## src/hdl/slcd_pkg.sv

```systemverilog
// Shared constants for the sync/length/CRC deframer.
// No dependencies; used by slcd_crc16, sync_length_crc_deframer, slcd_checker and the testbench.
`default_nettype none

package slcd_pkg;

  // sync pair
  localparam logic [7:0] SYNC_FIRST  = 8'hA5;
  localparam logic [7:0] SYNC_SECOND = 8'h5A;

  // frame layout: total length L+27, CRC ends at L+23
  localparam int FRAME_OVERHEAD = 27;
  localparam int CRC_TRAILER    = 5;
  localparam logic [16:0] CRC_END_ADD  = 17'(FRAME_OVERHEAD - CRC_TRAILER + 1);
  localparam logic [16:0] LAST_OFS_ADD = 17'(FRAME_OVERHEAD - 1);

  // Modbus CRC-16, reflected
  localparam logic [15:0] CRC_POLY = 16'hA001;
  localparam logic [15:0] CRC_INIT = 16'hFFFF;

endpackage

`default_nettype wire

```

## src/hdl/sync_length_crc_deframer.sv

```systemverilog
// Sync-word deframer: hunts for A5 5A, reads a 16-bit length, checks a CRC-16.
// Depends on slcd_pkg and slcd_crc16.
//
// Each accepted byte's result, if any, lands in a single output register in the
// next cycle; a new byte is accepted every cycle
// as long as the output register is empty or being drained (s_tready = !m_tvalid
// || m_tready), so sustained rate is one byte per clock. The byte-wide CRC
// update and the 17-bit offset compares sit between the state registers and
// the output register. Frame bytes come out with tuser[0] on a first sync
// byte, tlast on the final byte or on an aborted sync, and tuser[1] on a final
// byte whose received CRC matched. Bytes outside a frame are dropped.
`default_nettype none

module sync_length_crc_deframer
  import slcd_pkg::*;
(
  input  wire logic       clk,
  input  wire logic       rst,
  // input stream
  input  wire logic       s_tvalid,
  output logic            s_tready,
  input  wire logic [7:0] s_tdata,   // [7:0] rx_byte
  // output stream
  output logic            m_tvalid,
  input  wire logic       m_tready,
  output logic [7:0]      m_tdata,   // [7:0] frame_byte
  output logic            m_tlast,   // frame_last
  output logic [1:0]      m_tuser    // [0] frame_first, [1] frame_good
);

  typedef enum logic [1:0] {
    PH_HUNT,
    PH_SYNC,
    PH_BODY
  } phase_t;

  phase_t      phase, phase_next;
  logic [15:0] payload_length, payload_length_next;
  logic [16:0] byte_count, byte_count_next;
  logic [15:0] crc_acc, crc_acc_next;
  logic        crc_mismatch, crc_mismatch_next;

  logic        res_valid, res_first, res_last, res_good;
  logic        accept;
  logic [15:0] crc_upd;
  logic [15:0] len_cur;
  logic [16:0] crc_end, total_last;

  assign s_tready = !m_tvalid || m_tready;
  assign accept   = s_tvalid && s_tready;

  // byte-wide CRC step
  slcd_crc16 u_crc (
    .crc_in  (crc_acc),
    .data    (s_tdata),
    .crc_out (crc_upd)
  );

  // length as it stands after this byte, and the offsets that follow from it
  always_comb begin
    if (byte_count == 17'd2) begin
      len_cur = {8'h00, s_tdata};
    end else if (byte_count == 17'd3) begin
      len_cur = {s_tdata, payload_length[7:0]};
    end else begin
      len_cur = payload_length;
    end
    crc_end    = {1'b0, len_cur} + CRC_END_ADD;
    total_last = {1'b0, len_cur} + LAST_OFS_ADD;
  end

  // framing decisions for the byte on the input
  always_comb begin
    phase_next          = phase;
    payload_length_next = payload_length;
    byte_count_next     = byte_count;
    crc_acc_next        = crc_acc;
    crc_mismatch_next   = crc_mismatch;
    res_valid           = 1'b0;
    res_first           = 1'b0;
    res_last            = 1'b0;
    res_good            = 1'b0;
    unique case (phase)
      PH_SYNC: begin
        res_valid = 1'b1;
        if (s_tdata == SYNC_SECOND) begin
          phase_next      = PH_BODY;
          byte_count_next = 17'd2;
        end else if (s_tdata == SYNC_FIRST) begin
          // restart on a repeated first sync byte
          phase_next          = PH_SYNC;
          payload_length_next = 16'd0;
          byte_count_next     = 17'd1;
          crc_acc_next        = CRC_INIT;
          crc_mismatch_next   = 1'b0;
          res_first           = 1'b1;
        end else begin
          // abort the tentative frame
          phase_next          = PH_HUNT;
          payload_length_next = 16'd0;
          byte_count_next     = 17'd0;
          crc_acc_next        = CRC_INIT;
          crc_mismatch_next   = 1'b0;
          res_last            = 1'b1;
        end
      end
      PH_BODY: begin
        res_valid           = 1'b1;
        payload_length_next = len_cur;
        // CRC over the length and body bytes, then compare the two trailer bytes
        if (byte_count <= 17'd3 || byte_count <= crc_end) begin
          crc_acc_next = crc_upd;
        end else if (byte_count == crc_end + 17'd1) begin
          if (s_tdata != crc_acc[7:0]) crc_mismatch_next = 1'b1;
        end else if (byte_count == crc_end + 17'd2) begin
          if (s_tdata != crc_acc[15:8]) crc_mismatch_next = 1'b1;
        end
        if (byte_count >= 17'd4 && byte_count >= total_last) begin
          res_last            = 1'b1;
          res_good            = !crc_mismatch_next;
          phase_next          = PH_HUNT;
          payload_length_next = 16'd0;
          byte_count_next     = 17'd0;
          crc_acc_next        = CRC_INIT;
          crc_mismatch_next   = 1'b0;
        end else begin
          byte_count_next = byte_count + 17'd1;
        end
      end
      default: begin
        // hunting
        if (s_tdata == SYNC_FIRST) begin
          res_valid           = 1'b1;
          res_first           = 1'b1;
          phase_next          = PH_SYNC;
          payload_length_next = 16'd0;
          byte_count_next     = 17'd1;
          crc_acc_next        = CRC_INIT;
          crc_mismatch_next   = 1'b0;
        end else begin
          phase_next = PH_HUNT;
        end
      end
    endcase
  end

  // framing state
  always_ff @(posedge clk) begin
    if (rst) begin
      phase          <= PH_HUNT;
      payload_length <= 16'd0;
      byte_count     <= 17'd0;
      crc_acc        <= CRC_INIT;
      crc_mismatch   <= 1'b0;
    end else if (accept) begin
      phase          <= phase_next;
      payload_length <= payload_length_next;
      byte_count     <= byte_count_next;
      crc_acc        <= crc_acc_next;
      crc_mismatch   <= crc_mismatch_next;
    end
  end

  // output register
  always_ff @(posedge clk) begin
    if (rst) begin
      m_tvalid <= 1'b0;
    end else if (accept && res_valid) begin
      m_tvalid <= 1'b1;
    end else if (m_tready) begin
      m_tvalid <= 1'b0;
    end
  end

  always_ff @(posedge clk) begin
    if (accept && res_valid) begin
      m_tdata <= s_tdata;
      m_tlast <= res_last;
      m_tuser <= {res_good, res_first};
    end
  end

endmodule

`default_nettype wire

```

## src/hdl/slcd_crc16.sv

```systemverilog
// Byte-wide Modbus CRC-16 update (eight reflected shift steps).
// Depends on slcd_pkg for the polynomial.
`default_nettype none

module slcd_crc16
  import slcd_pkg::*;
(
  input  wire logic [15:0] crc_in,
  input  wire logic [7:0]  data,
  output logic      [15:0] crc_out
);

  // fold the byte in, then shift out eight bits
  always_comb begin
    logic [15:0] c;
    c = crc_in ^ {8'h00, data};
    for (int k = 0; k < 8; k++) begin
      if (c[0]) begin
        c = (c >> 1) ^ CRC_POLY;
      end else begin
        c = c >> 1;
      end
    end
    crc_out = c;
  end

endmodule

`default_nettype wire

```

## config.mk

```make
export PLATFORM = sky130hd
export DESIGN_NAME = sync_length_crc_deframer
export DESIGN_NICKNAME = d
export VERILOG_FILES = /design/src/hdl/slcd_pkg.sv /design/src/hdl/sync_length_crc_deframer.sv /design/src/hdl/slcd_crc16.sv
export SDC_FILE = /design/constraint.sdc
export NUM_CORES = 1
export LEC_CHECK = 0
export BUFFER_PORTS_ARGS = -buffer_cell sky130_fd_sc_hd__buf_2
export CORE_MARGIN = 3
export CORE_UTILIZATION = 51
export CTS_BUF_LIST = sky130_fd_sc_hd__clkbuf_16
export CTS_CLUSTER_DIAMETER = 50
export CTS_CLUSTER_SIZE = 14
export DETAILED_ROUTE_END_ITERATION = 16
export PLACE_DENSITY = 0.68
export REMOVE_ABC_BUFFERS = 1
export SLEW_MARGIN = 5
export SYNTH_ARGS = -nofsm -noshare
export SYNTH_HDL_FRONTEND = slang
export SYNTH_SLANG_ARGS = --single-unit
```

## constraint.sdc

```tcl
create_clock -name clk -period 6.53 [get_ports clk]
set_clock_uncertainty 0.1 [all_clocks]
set_input_delay 1.306 -clock clk [delete_from_list [all_inputs] [get_ports clk]]
set_output_delay 1.306 -clock clk [all_outputs]
set_load 0.05 [all_outputs]
```

==> flow_summary.yaml <==
pwr:
  power_uw: 979
  peakVddDrop_mv: 0.159
  leakagePower_uw: 0.00253
  p_per_area_nw_per_um2: 144
logic_synthesis:
  synthesis.area_um2: 6200
  ys_ff_latch: 64
  async_reset_ff_share_pct: 0
  syn-instance-count: 765
  avgSynthCellArea_um2: 8.10
  ys_seq_area_share_pct: 22.5
  synth_edf_count: 11
  synth.distinct_cells: 75
  synth_warnings: 0
  synth-main-ff-cell: "dfxtp_1"
grt:
  antenna_found_initial: 0
  grt_util_all_layers_pct: 29.6
  gr-total-overflow: 0
  grt_start_max_net_pins: 54
  grt_use_met3_pct: 5.49
  grt_pass1_wl_um: 30700
  busiest_layer: "met2"
  use_met1_pct: 40.4
  first_global_vias: 5733
  gr-usage-met2_pct: 45.4
clock_tree:
  path_clk_slew_ns: 0.06
  clk_latency_ns: 0.35
  post_cts_resized: 0
  hold_buffers: 0
  cts_buffers: 9
  clockBufferDepth: 2
  htree_levels: 3
  clock-sinks: 64
  postCtsSetupBuffers: 0
  cts_root_buffer: "clkbuf_16"
  cts_tree: "done"
routing:
  vias_per_cell: 6.40
  via_count: 5950
  drc_errors: 0
  routed_wl_um: 19200
  drtIter0Drc: 639
  drtAntennaViolNets: 0
  drtPass1Iterations: 7
  wl_per_cell_um: 20.6
critical_path:
  worstPathArrival_ns: 6.06
  path_class: "flop to flop"
  critPathMaxFanout: 13
  end_kind: "flop"
  required_ns: 6.53
  cp-start-kind: "flop"
placement:
  hpwl_um: 14800
  io_buffers: 24
  gp_congestion: 0.992
floorplanning:
  die-height_um: 116
  core_area_um2: 11700
  num_io_pins: 25
  start_util_pct: 53.1
  row_count: 39
  die_x_um: 116
  die_area_um2: 13500
job:
  maxCapViolations: 0
sta:
  slew_viol_final: 0
  max_clock_freq_mhz: 165
  hold_violations: 0
  slew_headroom_pct: 36.3
  rsz0062_at_grt: "no"
  fin_crit_sh_pct: 92.8
  fin_tns_setup_ns: 0
  tightest_slew_ns: 0.955
  setup_violations: 0
  period_needed_ns: 6.06
layout:
  multi_input_area_um2: 4530
  final_cell_mix: "nand2_1 (68), xnor2_1 (66), a21oi_1 (58)"
  num_antenna_cells: 0
  area_growth_pct: 10.1
  drive_above_1_share_pct: 11.8
  regArea_um2: 1390
  final_nets: 846
  num-fill-cells: 1044
  final_common_cell: "nand2_1"
  utilization_pct: 58.5
outcome:
  outcome: "finished, final reports clean"
hold_path:
  hold_path.class: "flop to flop"
## cell families after synthesis
| logic type | after synthesis | share of synthesized area (%) |
|---|---|---|
| flops | 64 | 22.5 |
| compound gates | 176 | 18.8 |
| simple gates | 293 | 26.3 |
| mux | 23 | 3.90 |
| buf+inv | 68 | 4.68 |
| xor+xnor | 89 | 13.4 |
| fa+ha+maj | 52 | 10.5 |
## metrics by stage
stage	std cells	instance area, um^2	hold WS [ns]	setup WS (ns)
4_1_cts	930	6810	0.356	0.158
6_report	930	6820	0.356	0.471
5_1_grt	930	6820	0.379	0.0700
2_1_floorplan	723	6000	0.322	0.233
3_3_place_gp	914	6490	0.339	0.424
3_5_place_dp	914	6490	0.350	0.206
## state kept, by name, summed over array words and instances (netlist names)
| register | count |
|---|---|
| m_tuser | 2 |
| phase | 2 |
| m_tlast | 1 |
| m_tvalid | 1 |
| payload_length | 16 |
| crc_acc | 16 |
| crc_mismatch | 1 |
| m_tdata | 8 |
| byte_count | 17 |
## final timing paths
path                  from      endpoint  slack, ns  depth (start not counted)
min           crc_mismatch  crc_mismatch       0.36                          2
min reg2reg   crc_mismatch  crc_mismatch       0.36                          2
max reg2reg  byte_count[0]    m_tuser[1]       0.47                         18
max          byte_count[0]    m_tuser[1]       0.47                         18
## layout make-up
type / instances / share of cell area, %
clock inverters: 7 / 1.38
multi-input cells: 633 / 66.5
flip-flops and latches: 64 / 20.4
repair buffers: 48 / 4.40
clock buffers: 9 / 3.30
well taps: 143 / 2.62
inverters: 26 / 1.43
## layer usage
layer | wire [um] | up-vias
li1 | - | 2842
met1 | 8590 | 2784
met2 | 8540 | 266
met3 | 1330 | 58
met4 | 731 | 0
met5 | 0 | -
## where the power goes
| part | internal, uW | switching (uW) |
|---|---|---|
| Sequential | 401 | 0.0607 |
| Clock | 334 | 188 |
| Combinational | 20.7 | 34.8 |
| Total | 756 | 223 |
## critical path, cell delays in order, from the launching register on
cell and delay [ns]:
dfxtp_1 0.34, inv_1 0.17, ha_1 0.27, nor4b_1 0.25
and4_2 0.53, mux2i_1 0.45, buf_4 0.20, ha_1 0.21
a21boi_2 0.12, or3_1 0.32, a21boi_0 0.23, a221oi_1 0.15
nor4_1 0.44, nand3_1 0.27, or4_1 0.56, a211o_1 0.27
or4_4 0.43, o32a_1 0.21, o31a_1 0.28
## synthesized netlist by cell type, types with 14 or more instances
cell,n,area (um^2)
xnor2_1,66,578
nand2_1,68,255
xor2_1,19,166
o21ai_0,17,85.1
a21oi_1,58,290
and3_1,17,106
mux2i_1,14,140
nor3_1,14,70.1
inv_1,24,90.1
nand3b_1,14,105
ha_1,52,651
o22ai_1,14,87.6
clkbuf_1,25,93.8
nand2b_1,23,144
nand3_1,46,230
nand4_1,24,150
dfxtp_1,53,1060
o31ai_1,16,120
nor2_1,30,113
No activity file was read; power rests on OpenSTA's default activity.
